==> src/tcc_pkg.sv <==
`timescale 1ns / 1ps
package tcc_pkg;

  localparam int MEM_BYTES_DEF = 32768;
  localparam int DATA_W        = 16;
  localparam int PC_W          = 15;
  localparam int WORD_W        = 32;
  localparam int NUM_REGS      = 8;
  localparam int RID_W         = 3;

  localparam logic [7:0] OP_STOP = 8'd0;
  localparam logic [7:0] OP_MOVE = 8'd1;
  localparam logic [7:0] OP_ADD  = 8'd2;
  localparam logic [7:0] OP_SUB  = 8'd3;
  localparam logic [7:0] OP_MUL  = 8'd4;
  localparam logic [7:0] OP_DIV  = 8'd5;
  localparam logic [7:0] OP_AND  = 8'd6;
  localparam logic [7:0] OP_OR   = 8'd7;
  localparam logic [7:0] OP_NOT  = 8'd8;
  localparam logic [7:0] OP_CMP  = 8'd9;
  localparam logic [7:0] OP_JMP  = 8'd10;
  localparam logic [7:0] OP_IN   = 8'd11;
  localparam logic [7:0] OP_OUT  = 8'd12;

  localparam logic [3:0] JC_ALWAYS = 4'd0;
  localparam logic [3:0] JC_EQ     = 4'd1;
  localparam logic [3:0] JC_GT     = 4'd2;
  localparam logic [3:0] JC_LT     = 4'd3;

  localparam logic [DATA_W-1:0] FLAG_EQ = 16'h0000;
  localparam logic [DATA_W-1:0] FLAG_GT = 16'h0001;
  localparam logic [DATA_W-1:0] FLAG_LT = 16'hFFFF;

  localparam logic CMD_LOAD = 1'b0;
  localparam logic CMD_STEP = 1'b1;

endpackage

==> src/tcc_div.sv <==
`timescale 1ns / 1ps
module tcc_div import tcc_pkg::*; (
  input  logic              clk,
  input  logic              rst_n,
  input  logic              start,
  input  logic [DATA_W-1:0] dividend,
  input  logic [DATA_W-1:0] divisor,
  output logic              done,
  output logic [DATA_W-1:0] quotient
);

  localparam int CW = $clog2(DATA_W);

  logic              busy_r;
  logic              done_r;
  logic [CW-1:0]     cnt_r;
  logic [DATA_W-1:0] rem_r;
  logic [DATA_W-1:0] q_r;
  logic [DATA_W-1:0] dvs_r;
  logic              neg_r;
  logic [DATA_W:0]   shifted;
  logic [DATA_W:0]   diff;

  // Restoring division on magnitudes, one quotient bit per cycle.
  assign shifted = {rem_r, q_r[DATA_W-1]};
  assign diff    = shifted - {1'b0, dvs_r};

  always_ff @(posedge clk) begin
    if (!rst_n) begin
      busy_r <= 1'b0;
      done_r <= 1'b0;
    end else begin
      done_r <= 1'b0;
      if (start) begin
        busy_r <= 1'b1;
        cnt_r  <= '0;
        rem_r  <= '0;
        q_r    <= dividend[DATA_W-1] ? -dividend : dividend;
        dvs_r  <= divisor[DATA_W-1] ? -divisor : divisor;
        neg_r  <= dividend[DATA_W-1] ^ divisor[DATA_W-1];
      end else if (busy_r) begin
        if (!diff[DATA_W]) begin
          rem_r <= diff[DATA_W-1:0];
          q_r   <= {q_r[DATA_W-2:0], 1'b1};
        end else begin
          rem_r <= shifted[DATA_W-1:0];
          q_r   <= {q_r[DATA_W-2:0], 1'b0};
        end
        cnt_r <= cnt_r + CW'(1);
        if (cnt_r == CW'(DATA_W - 1)) begin
          busy_r <= 1'b0;
          done_r <= 1'b1;
        end
      end
    end
  end

  assign done     = done_r;
  assign quotient = neg_r ? -q_r : q_r;

endmodule

==> config.mk <==
export PLATFORM = sky130hd
export DESIGN_NAME = tcc_div
export DESIGN_NICKNAME = d
export VERILOG_FILES = /design/src/tcc_pkg.sv /design/src/tcc_div.sv
export SDC_FILE = /design/constraint.sdc
export NUM_CORES = 1
export LEC_CHECK = 0
export BUFFER_PORTS_ARGS = -buffer_cell sky130_fd_sc_hd__buf_4
export CELL_PAD_IN_SITES_DETAIL_PLACEMENT = 1
export CELL_PAD_IN_SITES_GLOBAL_PLACEMENT = 2
export CORE_MARGIN = 2
export CORE_UTILIZATION = 40
export DETAILED_ROUTE_END_ITERATION = 8
export HOLD_SLACK_MARGIN = 0.05
export PLACE_DENSITY = 0.95
export REMOVE_ABC_BUFFERS = 1
export SLEW_MARGIN = 20
export SYNTH_ARGS = -nofsm -noshare
export SYNTH_HDL_FRONTEND = slang
export SYNTH_SLANG_ARGS = --single-unit
==> constraint.sdc <==
create_clock -name clk -period 5.5 [get_ports clk]
set_input_delay 1.65 -clock clk [delete_from_list [all_inputs] [get_ports clk]]
set_output_delay 1.65 -clock clk [all_outputs]
set_load 0.05 [all_outputs]
==> impl_metrics.toml, run 1 <==
[global_route]
maximum_number_of_pins_on_one_net_before_global_route_repair = 54
first_global_vias = 3332
use_met3 = 0.04068
grt_use_total = 0.1892
globalRouteOverflowTotal = 0
globalRoute.busiestLayer = "met2"
wire_length_of_the_first_global_routing_pass_um = 15760
groute.layer.met2.usage = 0.3531
antenna_violations_before_repair = 0
gr_layer_usage_met1 = 0.2135

[setup_path]
critical_path.endpoint_type = "output pin"
crit_end = "quotient[13]"
critPathArrivalTime_ns = 2.30
worstRegToRegCells = 10
critPathKind = "flip-flop to output pin"
cp_max_fo = 4
destination_of_the_worst_register_to_register_timing_path = "rem_r[0]$_SDFFCE_PP0P_"
worst_setup_path_start_kind = "flip-flop"
regToRegSetupSlack_ns = 2.34
worst_setup_path_startpoint = "q_r[6]$_DFFE_PP_"
crit-reg2reg-launch = "q_r[15]$_DFFE_PP_"
crit_required_ns = 3.85

[floorplanning]
core_area_um2 = 9639
floorplan.io_pins = 52
floorplan.die.width_um = 103.0
start_util = 0.4069
num_rows = 36
die_area_um2 = 10610
die-height_um = 103.0

[sta]
rsz_0062_raised_after_global_routing = "false"
highest_attainable_clock_frequency_ghz = 0.2530
final-setup-viol-count = 0
hold_ws_ns = 0.4482
tns_ns = 0
slew-limit-headroom = 0.4793
timing.clock.skew_ns = 0.008840
timing_worst_slew_pin_value_ns = 0.7811
min_period_over_period = 0.7186
finalWorstPathRequiredPeriod_ns = 3.952
number_of_pins_exceeding_their_max_slew_limit_in_the_final_report = 0
postLayoutSetupSlackWorst_ns = 1.548
finalHoldViolations = 0

[synth]
synth-warning-count = 0
synthXorXnorAreaFrac = 0.1206
synth-adder-area-share = 0.06890
synth.area.mux_share = 0.03955
synthesis.area_per_instance_um2 = 9.590
synth_compound_area_frac = 0.1467
post_synth_cell_types = 57
ys_ff_latch = 55
synth_enable_flop_cells = 53
synth_sequential_area_ratio = 0.4159
post_synth_top_flop = "sky130_fd_sc_hd__edfxtp_1"
largest_family_of_logic_cells_by_synthesized_area = "simple AND/OR/NAND/NOR gates"
postSynthCellCount = 409
synthArstFlopShare = 0
yosys.area_share.simple = 0.1659
synthesis.area_um2 = 3923

[cells_and_area]
layout_common_cells = "53 x sky130_fd_sc_hd__edfxtp_1, 52 x sky130_fd_sc_hd__buf_4, 39 x sky130_fd_sc_hd__nor2_1"
numnets_final = 509
final_layout_size_suffix_gt1_frac = 0.1586
areaGrowthSynthToFinish_pct = 15.15
fillCellCount = 1163
layout_commonest_cell = "sky130_fd_sc_hd__edfxtp_1"
inserted_diodes = 0
finalNonFillerCells = 587

[placed_design]
dp_slack_ns = 1.856
io_buffer_count = 51
post-dp-hpwl_um = 7312
placer_congestion_estimate = 0.8417
placed_cells = 579

[drt]
antenna_viol_nets_final = 0
vias = 3099
number_of_detailed_route_iterations_in_the_first_pass = 4
wl_per_cell_um = 15.93
drc = 0
initialDrtViolationCount = 168
drt_wl_total_um = 9353
post_drt_via_cell_ratio = 5.279

[clock_network]
cts_sinks = 55
insertion_delay_ns = 0.32
postCtsSetupRepairBufs = 0
number_of_buffers_added_by_the_clock_tree_synthesis_step = 5
cts-root-to-sink-buffers = 2
clock_tree_from_tritoncts = "done"
clock_tree.root_cell = "sky130_fd_sc_hd__clkbuf_8"
clock_pin_slew_on_the_worst_setup_and_hold_paths_ns = 0.10
post_cts_resize_count = 0
clock_tree.htree_level_count = 2
cts.hold.buffers_added = 0

[power]
p_leak_nw = 1.752
power.ir.vdd_worst_uv = 117.4
powerDensity_nw_per_um2 = 280.5
power_w = 0.001267

[outcome]
outcome = "completed"

[min_path]
holdCritPathClass = "flip-flop to flip-flop"
min_from = "busy_r$_SDFF_PN0_"
hold_path_cell_cnt = 2

[flow_run]
drv.max_cap_violation_count = 0
cell usage after synthesis (3+ instances only):
cell                       count  area (um2)
sky130_fd_sc_hd__mux2_2        4       45.04
sky130_fd_sc_hd__buf_2         3       15.01
sky130_fd_sc_hd__or4_1         3       22.52
sky130_fd_sc_hd__clkbuf_1      7       26.28
sky130_fd_sc_hd__nor2_1       39       146.4
sky130_fd_sc_hd__nor2b_1       7       43.79
sky130_fd_sc_hd__o21ai_0      25       125.1
sky130_fd_sc_hd__a21oi_1      31       155.2
sky130_fd_sc_hd__o41ai_1       4       35.03
sky130_fd_sc_hd__nand3b_1      4       30.03
sky130_fd_sc_hd__nand2b_1      6       37.54
sky130_fd_sc_hd__inv_1        25       93.84
sky130_fd_sc_hd__edfxtp_1     53        1592
sky130_fd_sc_hd__nand3_1       6       30.03
sky130_fd_sc_hd__ha_1         20       250.2
sky130_fd_sc_hd__nand4_1       4       25.02
sky130_fd_sc_hd__nand2_1      37       138.9
sky130_fd_sc_hd__xor2_1       17       148.9
sky130_fd_sc_hd__xnor2_1      37       324.1
sky130_fd_sc_hd__o31ai_1       9       67.56
sky130_fd_sc_hd__mux2i_1      11       110.1
sky130_fd_sc_hd__o21a_1        5       37.54
sky130_fd_sc_hd__nor3_1       10       50.05
area by class of cell:
type | instances | area [um2] | share of cell area
clock buffers | 6 | 72.57 | 0.01607
clock inverters | 2 | 37.54 | 0.008310
inverters | 25 | 93.84 | 0.02078
multi-input cells | 314 | 2125 | 0.4704
flip-flops and latches | 55 | 1632 | 0.3612
well taps | 133 | 166.4 | 0.03684
repair buffers | 52 | 390.4 | 0.08643
power breakdown:
group | internal, W | total (W) | leakage (nW) | switching, W
logic | 0.000184 | 0.000461 | 1.18 | 0.000277
registers | 0.000509 | 0.000535 | 0.522 | 0.0000256
clock network | 0.000136 | 0.000270 | 0.0514 | 0.000134
worst max-delay path, stage by stage, from the launching register on:
cell	delay, ns
sky130_fd_sc_hd__edfxtp_1	0.46
sky130_fd_sc_hd__nor4_1	0.50
sky130_fd_sc_hd__nand3_1	0.24
sky130_fd_sc_hd__o41ai_1	0.39
sky130_fd_sc_hd__xnor2_1	0.17
sky130_fd_sc_hd__buf_4	0.22
kinds of logic (layout without fill, tap and decap cells):
family,after synthesis,in the layout
XOR/XNOR,54,54
adder cells (fa/ha/maj),21,21
multiplexers,15,15
AND/OR/NAND/NOR,132,132
buffers and inverters,40,85
flip-flops,55,55
AO/OA/AOI/OAI,92,92
metrics by stage:
step	cell area (um2)	utilization
2_1_floorplan	3850	-
3_3_place_gp	4407	0.4572
3_5_place_dp	4407	0.4572
4_1_cts	4517	0.4686
5_1_grt	4517	0.4686
6_report	4517	0.4686
worst min-delay path by stage:
stage / to / slack (ns)
after global placement: done$_SDFF_PP0_ / 0.42
after CTS: done$_SDFF_PP0_ / 0.45
after floorplan: done$_SDFF_PP0_ / 0.41
final: done$_SDFF_PP0_ / 0.45
after global routing: done$_SDFF_PP0_ / 0.49
after detailed placement: done$_SDFF_PP0_ / 0.43
layer usage:
layer / wire [um] / part of all wire
met1: 3920 / 0.42
met2: 4906 / 0.52
met4: 203 / 0.022
met3: 322 / 0.034
met5: 0 / 0
sequential cells by signal, indices dropped and copies added, names as in the netlist:
name,cells
busy_r,1
done,1
q_r,16
cnt_r,4
neg_r,1
dvs_r,16
rem_r,16
Note: power is estimated with default switching activity, not from simulation.
==> run 2: changes to the inputs <==
- CORE_UTILIZATION: 40 -> 33
- PLACE_DENSITY: 0.95 -> 0.87
- clock period: 5.5 -> 3.4 ns (I/O delays scaled with it)
==> run 2 against run 1 <==
Net effect: combinational power is 61% higher; clock-buffer cell count is 1 lower; cell area is 1.7% higher; the run now ends with design-rule violations left; via count is 0.87% higher; highest routed layer unchanged; clock power is 89% higher; register-to-register slack worse by 1.9 ns; first-iteration DRC count is 30% lower; cell count is 2.2% higher; critical path type unchanged.
==> impl_metrics.toml, run 2 (synthesis results as in run 1) <==
[global_route]
globalRouteOverflowTotal = 0
first_global_vias = 3277
gr_layer_usage_met1 = 0.1835
groute.layer.met2.usage = 0.2723
grt_use_total = 0.1488
use_met3 = 0.01982
globalRoute.busiestLayer = "met2"
wire_length_of_the_first_global_routing_pass_um = 15530
maximum_number_of_pins_on_one_net_before_global_route_repair = 54
antenna_violations_before_repair = 0

[clock_network]
cts-root-to-sink-buffers = 2
number_of_buffers_added_by_the_clock_tree_synthesis_step = 5
post_cts_resize_count = 0
clock_tree.htree_level_count = 2
clock_tree_from_tritoncts = "done"
clock_tree.root_cell = "sky130_fd_sc_hd__clkbuf_16"
clock_pin_slew_on_the_worst_setup_and_hold_paths_ns = 0.07
cts.hold.buffers_added = 0
cts_sinks = 55
insertion_delay_ns = 0.30
postCtsSetupRepairBufs = 0

[min_path]
holdCritPathClass = "flip-flop to flip-flop"

[setup_path]
worst_path_dominant_cell_family = "simple AND/OR/NAND/NOR gates"
critical_path.slowest_cell = "sky130_fd_sc_hd__edfxtp_1"
timing.critical_path.slowest_cell_delay_ns = 0.48
critical_path.endpoint_type = "output pin"
critPathKind = "flip-flop to output pin"
path_cells = "nor4_2 > nand3_1 > o41ai_1 > xnor2_1 > buf_4"
worst_setup_path_start_kind = "flip-flop"
crit_required_ns = 2.38
critPathArrivalTime_ns = 2.14
cp_max_fo = 4
cp.buffers_inverters = 1

[sta]
finalHoldViolations = 0
timing_worst_slew_pin_value_ns = 0.8005
number_of_pins_exceeding_their_max_slew_limit_in_the_final_report = 0
highest_attainable_clock_frequency_ghz = 0.3167
finalWorstPathRequiredPeriod_ns = 3.158
min_period_over_period = 0.9288
timing.clock.skew_ns = 0.008318
rsz_0062_raised_after_global_routing = "false"
slew-limit-headroom = 0.4594
tns_ns = 0
final-setup-viol-count = 0
hold_ws_ns = 0.4652

[cells_and_area]
layout_common_cells = "55 x sky130_fd_sc_hd__buf_4, 53 x sky130_fd_sc_hd__edfxtp_1, 39 x sky130_fd_sc_hd__nor2_1"
numnets_final = 512
areaGrowthSynthToFinish_pct = 17.10
layout_commonest_cell = "sky130_fd_sc_hd__buf_4"
inserted_diodes = 0
fillCellCount = 1360
final_layout_size_suffix_gt1_frac = 0.1663
largest_registers_in_the_final_layout = "dvs_r x16, q_r x16, rem_r x16"

[floorplanning]
floorplan.io_pins = 52
die_area_um2 = 12770
die-height_um = 113.0
core_area_um2 = 11520
start_util = 0.3406
num_rows = 39
floorplan.die.width_um = 113.0

[drt]
drc = 2
antenna_viol_nets_final = 0
initialDrtViolationCount = 117
wl_per_cell_um = 15.29
vias = 3126
number_of_detailed_route_iterations_in_the_first_pass = 8
post_drt_via_cell_ratio = 5.210
drt_wl_total_um = 9174

[power]
power.ir.vdd_worst_uv = 184.3
p_leak_nw = 1.784
powerDensity_nw_per_um2 = 462.5

[placed_design]
io_buffer_count = 51
placer_congestion_estimate = 0.7821
post-dp-hpwl_um = 7154

[flow_run]
drv.max_cap_violation_count = 0

[outcome]
outcome = "finished with violations"
violations = "design-rule violations"
[run 2: through the flow]
step | worst slack, ns | cells | utilization | instance area (um2) | power (W)
3_3_place_gp | 0.3883 | 592 | 0.3857 | 4442 | 0.001605
3_5_place_dp | 0.3562 | 592 | 0.3857 | 4442 | 0.001633
5_1_grt | 0.06062 | 600 | 0.3988 | 4593 | 0.002249
2_1_floorplan | 0.2115 | 394 | - | 3850 | 0.001400
6_report | 0.2422 | 600 | 0.3988 | 4593 | 0.002124
4_1_cts | 0.1253 | 600 | 0.3983 | 4587 | 0.002145
[run 2: final cells by class]
cell class,count,area (um2),share of cell area
timing repair buffer,55,412.9,0.08989
inverter,25,93.84,0.02043
sequential,55,1632,0.3552
multi-input combinational,314,2131,0.4639
clock buffer,5,125.1,0.02724
clock inverter,3,20.02,0.004358
tap,143,178.9,0.03895
[run 2: metal layers]
metal,routed length [um],part of all wire
met5,0,0
met4,106,0.012
met3,202,0.022
met2,4735,0.52
met1,4130,0.45
[run 2: worst reg2reg max path: stages, from the launching register on]
cell and delay [ns]:
sky130_fd_sc_hd__edfxtp_1 0.38, sky130_fd_sc_hd__inv_1 0.07, sky130_fd_sc_hd__ha_1 0.22, sky130_fd_sc_hd__fa_1 0.40, sky130_fd_sc_hd__nand2b_1 0.18, sky130_fd_sc_hd__a21oi_1 0.27, sky130_fd_sc_hd__o21ai_1 0.19, sky130_fd_sc_hd__a31o_2 0.31
sky130_fd_sc_hd__nor2_4 0.09, sky130_fd_sc_hd__buf_4 0.28, sky130_fd_sc_hd__mux2_2 0.38, sky130_fd_sc_hd__nor2_1 0.08
[run 2: final timing paths]
path | from | end | slack [ns] | cells past startpoint
setup / recovery | q_r[6]$_DFFE_PP_ | quotient[13] | 0.24 | 5
hold / removal | busy_r$_SDFF_PN0_ | done$_SDFF_PP0_ | 0.47 | 2
setup reg to reg | q_r[15]$_DFFE_PP_ | rem_r[0]$_SDFFCE_PP0P_ | 0.41 | 11
hold reg to reg | busy_r$_SDFF_PN0_ | done$_SDFF_PP0_ | 0.47 | 2
[run 2: where the power goes]
part           leakage (nW)  switching, W  internal, W
registers             0.522     0.0000455     0.000825
clock network        0.0674      0.000238     0.000272
logic                  1.19      0.000441     0.000303
total                  1.78      0.000725      0.00140
==> run 3: changes to the inputs <==
- CAP_MARGIN: default -> 20
- CORE_MARGIN: 2 -> default
==> run 3 against run 2 <==
Net effect: worst hold slack worse by 0.0078 ns; critical path depth is the same; via count shrank 1.9%; critical path type unchanged; clock power hardly changed; die area down 3.5%; the flow still finishes with violations (design-rule violations); clock-buffer cell count increased by 1; utilization hardly changed; combinational power decreased by 0.5%.
==> impl_metrics.toml, run 3 (synthesis results as in run 1) <==
[cells_and_area]
numnets_final = 512
final_util = 0.3985
areaGrowthSynthToFinish_pct = 17.00
largest_registers_in_the_final_layout = "dvs_r x16, q_r x16, rem_r x16"
finalNonFillerCells = 600
register_area_um2 = 1632
fillCellCount = 1354
area_of_the_multi_input_gates_um2 = 2131
layout_commonest_cell = "sky130_fd_sc_hd__buf_4"
layout_common_cells = "55 x sky130_fd_sc_hd__buf_4, 53 x sky130_fd_sc_hd__edfxtp_1, 39 x sky130_fd_sc_hd__nor2_1"
final_layout_size_suffix_gt1_frac = 0.1663
inserted_diodes = 0

[placed_design]
placer_congestion_estimate = 0.8006
post-dp-hpwl_um = 6884
placed_cells = 592
io_buffer_count = 51

[setup_path]
critical_path.endpoint_type = "output pin"
worstRegToRegCells = 11
path_cells = "nor4_2 > nand3_1 > o41ai_1 > xnor2_1 > buf_4"
destination_of_the_worst_register_to_register_timing_path = "rem_r[0]$_SDFFCE_PP0P_"
cp_max_fo = 4
regToRegSetupSlack_ns = 0.42
crit-reg2reg-launch = "q_r[15]$_DFFE_PP_"
worst_path_dominant_cell_family = "simple AND/OR/NAND/NOR gates"
critPathKind = "flip-flop to output pin"
cp.buffers_inverters = 1
critical_path.slowest_cell = "sky130_fd_sc_hd__edfxtp_1"
crit_required_ns = 2.38
critPathArrivalTime_ns = 2.11
timing.critical_path.slowest_cell_delay_ns = 0.46
worst_setup_path_start_kind = "flip-flop"

[sta]
min_period_over_period = 0.9211
highest_attainable_clock_frequency_ghz = 0.3193
number_of_pins_exceeding_their_max_slew_limit_in_the_final_report = 0
tns_ns = 0
slew-limit-headroom = 0.4543
finalHoldViolations = 0
finalWorstPathRequiredPeriod_ns = 3.132
timing.clock.skew_ns = 0.006451
final-setup-viol-count = 0
timing_worst_slew_pin_value_ns = 0.8080
rsz_0062_raised_after_global_routing = "false"

[drt]
vias = 3067
number_of_detailed_route_iterations_in_the_first_pass = 6
antenna_viol_nets_final = 0
drt_wl_total_um = 9003
post_drt_via_cell_ratio = 5.112
drc = 6
initialDrtViolationCount = 144
wl_per_cell_um = 15.01

[power]
switchingPower_w = 0.0007170
p_leak_nw = 1.783
power_w = 0.002118
powerDensity_nw_per_um2 = 461.4
power.internal_w = 0.001400
power.ir.vdd_worst_uv = 181.3
sw_frac_of_total = 0.3386
combinational_power_share = 0.349
seqPwrFrac = 0.411
clock_power_share = 0.240

[clock_network]
cts-root-to-sink-buffers = 2
postCtsSetupRepairBufs = 0
clock_tree.root_cell = "sky130_fd_sc_hd__clkbuf_16"
cts_sinks = 55
clock_pin_slew_on_the_worst_setup_and_hold_paths_ns = 0.07
number_of_buffers_added_by_the_clock_tree_synthesis_step = 5
clock_tree.htree_level_count = 2
insertion_delay_ns = 0.29
post_cts_resize_count = 0
clock_tree_from_tritoncts = "done"
cts.hold.buffers_added = 0

[outcome]
violations = "design-rule violations"
outcome = "finished with violations"

[floorplanning]
die_area_um2 = 12330
core_area_um2 = 11520
floorplan.die.width_um = 111.0
die-height_um = 111.0
floorplan.io_pins = 52
start_util = 0.3406
num_rows = 39

[min_path]
min_from = "busy_r$_SDFF_PN0_"
holdCritPathClass = "flip-flop to flip-flop"
whs_endpoint = "done$_SDFF_PP0_"
hold_path_cell_cnt = 2

[global_route]
first_global_vias = 3207
globalRouteOverflowTotal = 0
wire_length_of_the_first_global_routing_pass_um = 15150
antenna_violations_before_repair = 0
maximum_number_of_pins_on_one_net_before_global_route_repair = 54
grt_use_total = 0.1518

[flow_run]
drv.max_cap_violation_count = 0
[run 3: cell types whose count changed in the layout (fill, tap and decap cells not counted)]
cell                       before  now
sky130_fd_sc_hd__clkinv_2       0    1
sky130_fd_sc_hd__clkinv_1       1    0
sky130_fd_sc_hd__clkinv_4       1    0
sky130_fd_sc_hd__clkbuf_1       0    1
[run 3: cell type report]
| type | count | share of cell area |
|---|---|---|
| Clock buffer | 6 | 0.02808 |
| Clock inverter | 2 | 0.002726 |
| Inverter | 25 | 0.02045 |
| Multi-Input combinational cell | 314 | 0.4643 |
| Sequential cell | 55 | 0.3555 |
| Tap cell | 143 | 0.03899 |
| Timing Repair Buffer | 55 | 0.08997 |
[run 3: per-layer routing]
metal / GRT usage / routed length (um) / vias up
li1: - / - / 1551
met1: 0.1912 / 4222 / 1473
met2: 0.2734 / 4451 / 35
met3: 0.01695 / 206 / 8
met4: 0.04324 / 123 / 0
met5: 0 / 0 / -
[run 3: worst max-delay path by stage]
stage / start / end / slack [ns] / depth (start not counted)
floorplan: q_r[0]$_DFFE_PP_ / quotient[14] / 0.21 / 6
global route: q_r[0]$_DFFE_PP_ / quotient[12] / 0.11 / 7
CTS: q_r[6]$_DFFE_PP_ / quotient[13] / 0.16 / 5
finish: q_r[6]$_DFFE_PP_ / quotient[13] / 0.27 / 5
global placement: divisor[1] / dvs_r[12]$_DFFE_PP_ / 0.38 / 8
detailed placement: divisor[1] / dvs_r[14]$_DFFE_PP_ / 0.29 / 8
[run 3: power groups by stage]
stage | Sequential, W | Clock, W | Combinational, W
6_report | 0.000871 | 0.000507 | 0.000740
5_1_grt | 0.000878 | 0.000536 | 0.000816
4_1_cts | 0.000871 | 0.000523 | 0.000746
3_5_place_dp | 0.000885 | 0 | 0.000742
3_3_place_gp | 0.000883 | 0 | 0.000724
2_1_floorplan | 0.000871 | 0 | 0.000529
[run 3: metrics by stage]
stage | setup WS [ns] | instance area [um2] | hold slack [ns]
after floorplan | 0.2115 | 3850 | 0.4145
after global placement | 0.3754 | 4442 | 0.4409
after detailed placement | 0.2919 | 4442 | 0.4536
after CTS | 0.1617 | 4583 | 0.4639
after global routing | 0.1134 | 4589 | 0.4855
final | 0.2683 | 4589 | 0.4575
[run 3: tightest hold or removal path: stages (launching register included)]
cell,delay (ns)
sky130_fd_sc_hd__dfxtp_1,0.32
sky130_fd_sc_hd__nand2_1,0.05
sky130_fd_sc_hd__nor3_1,0.04
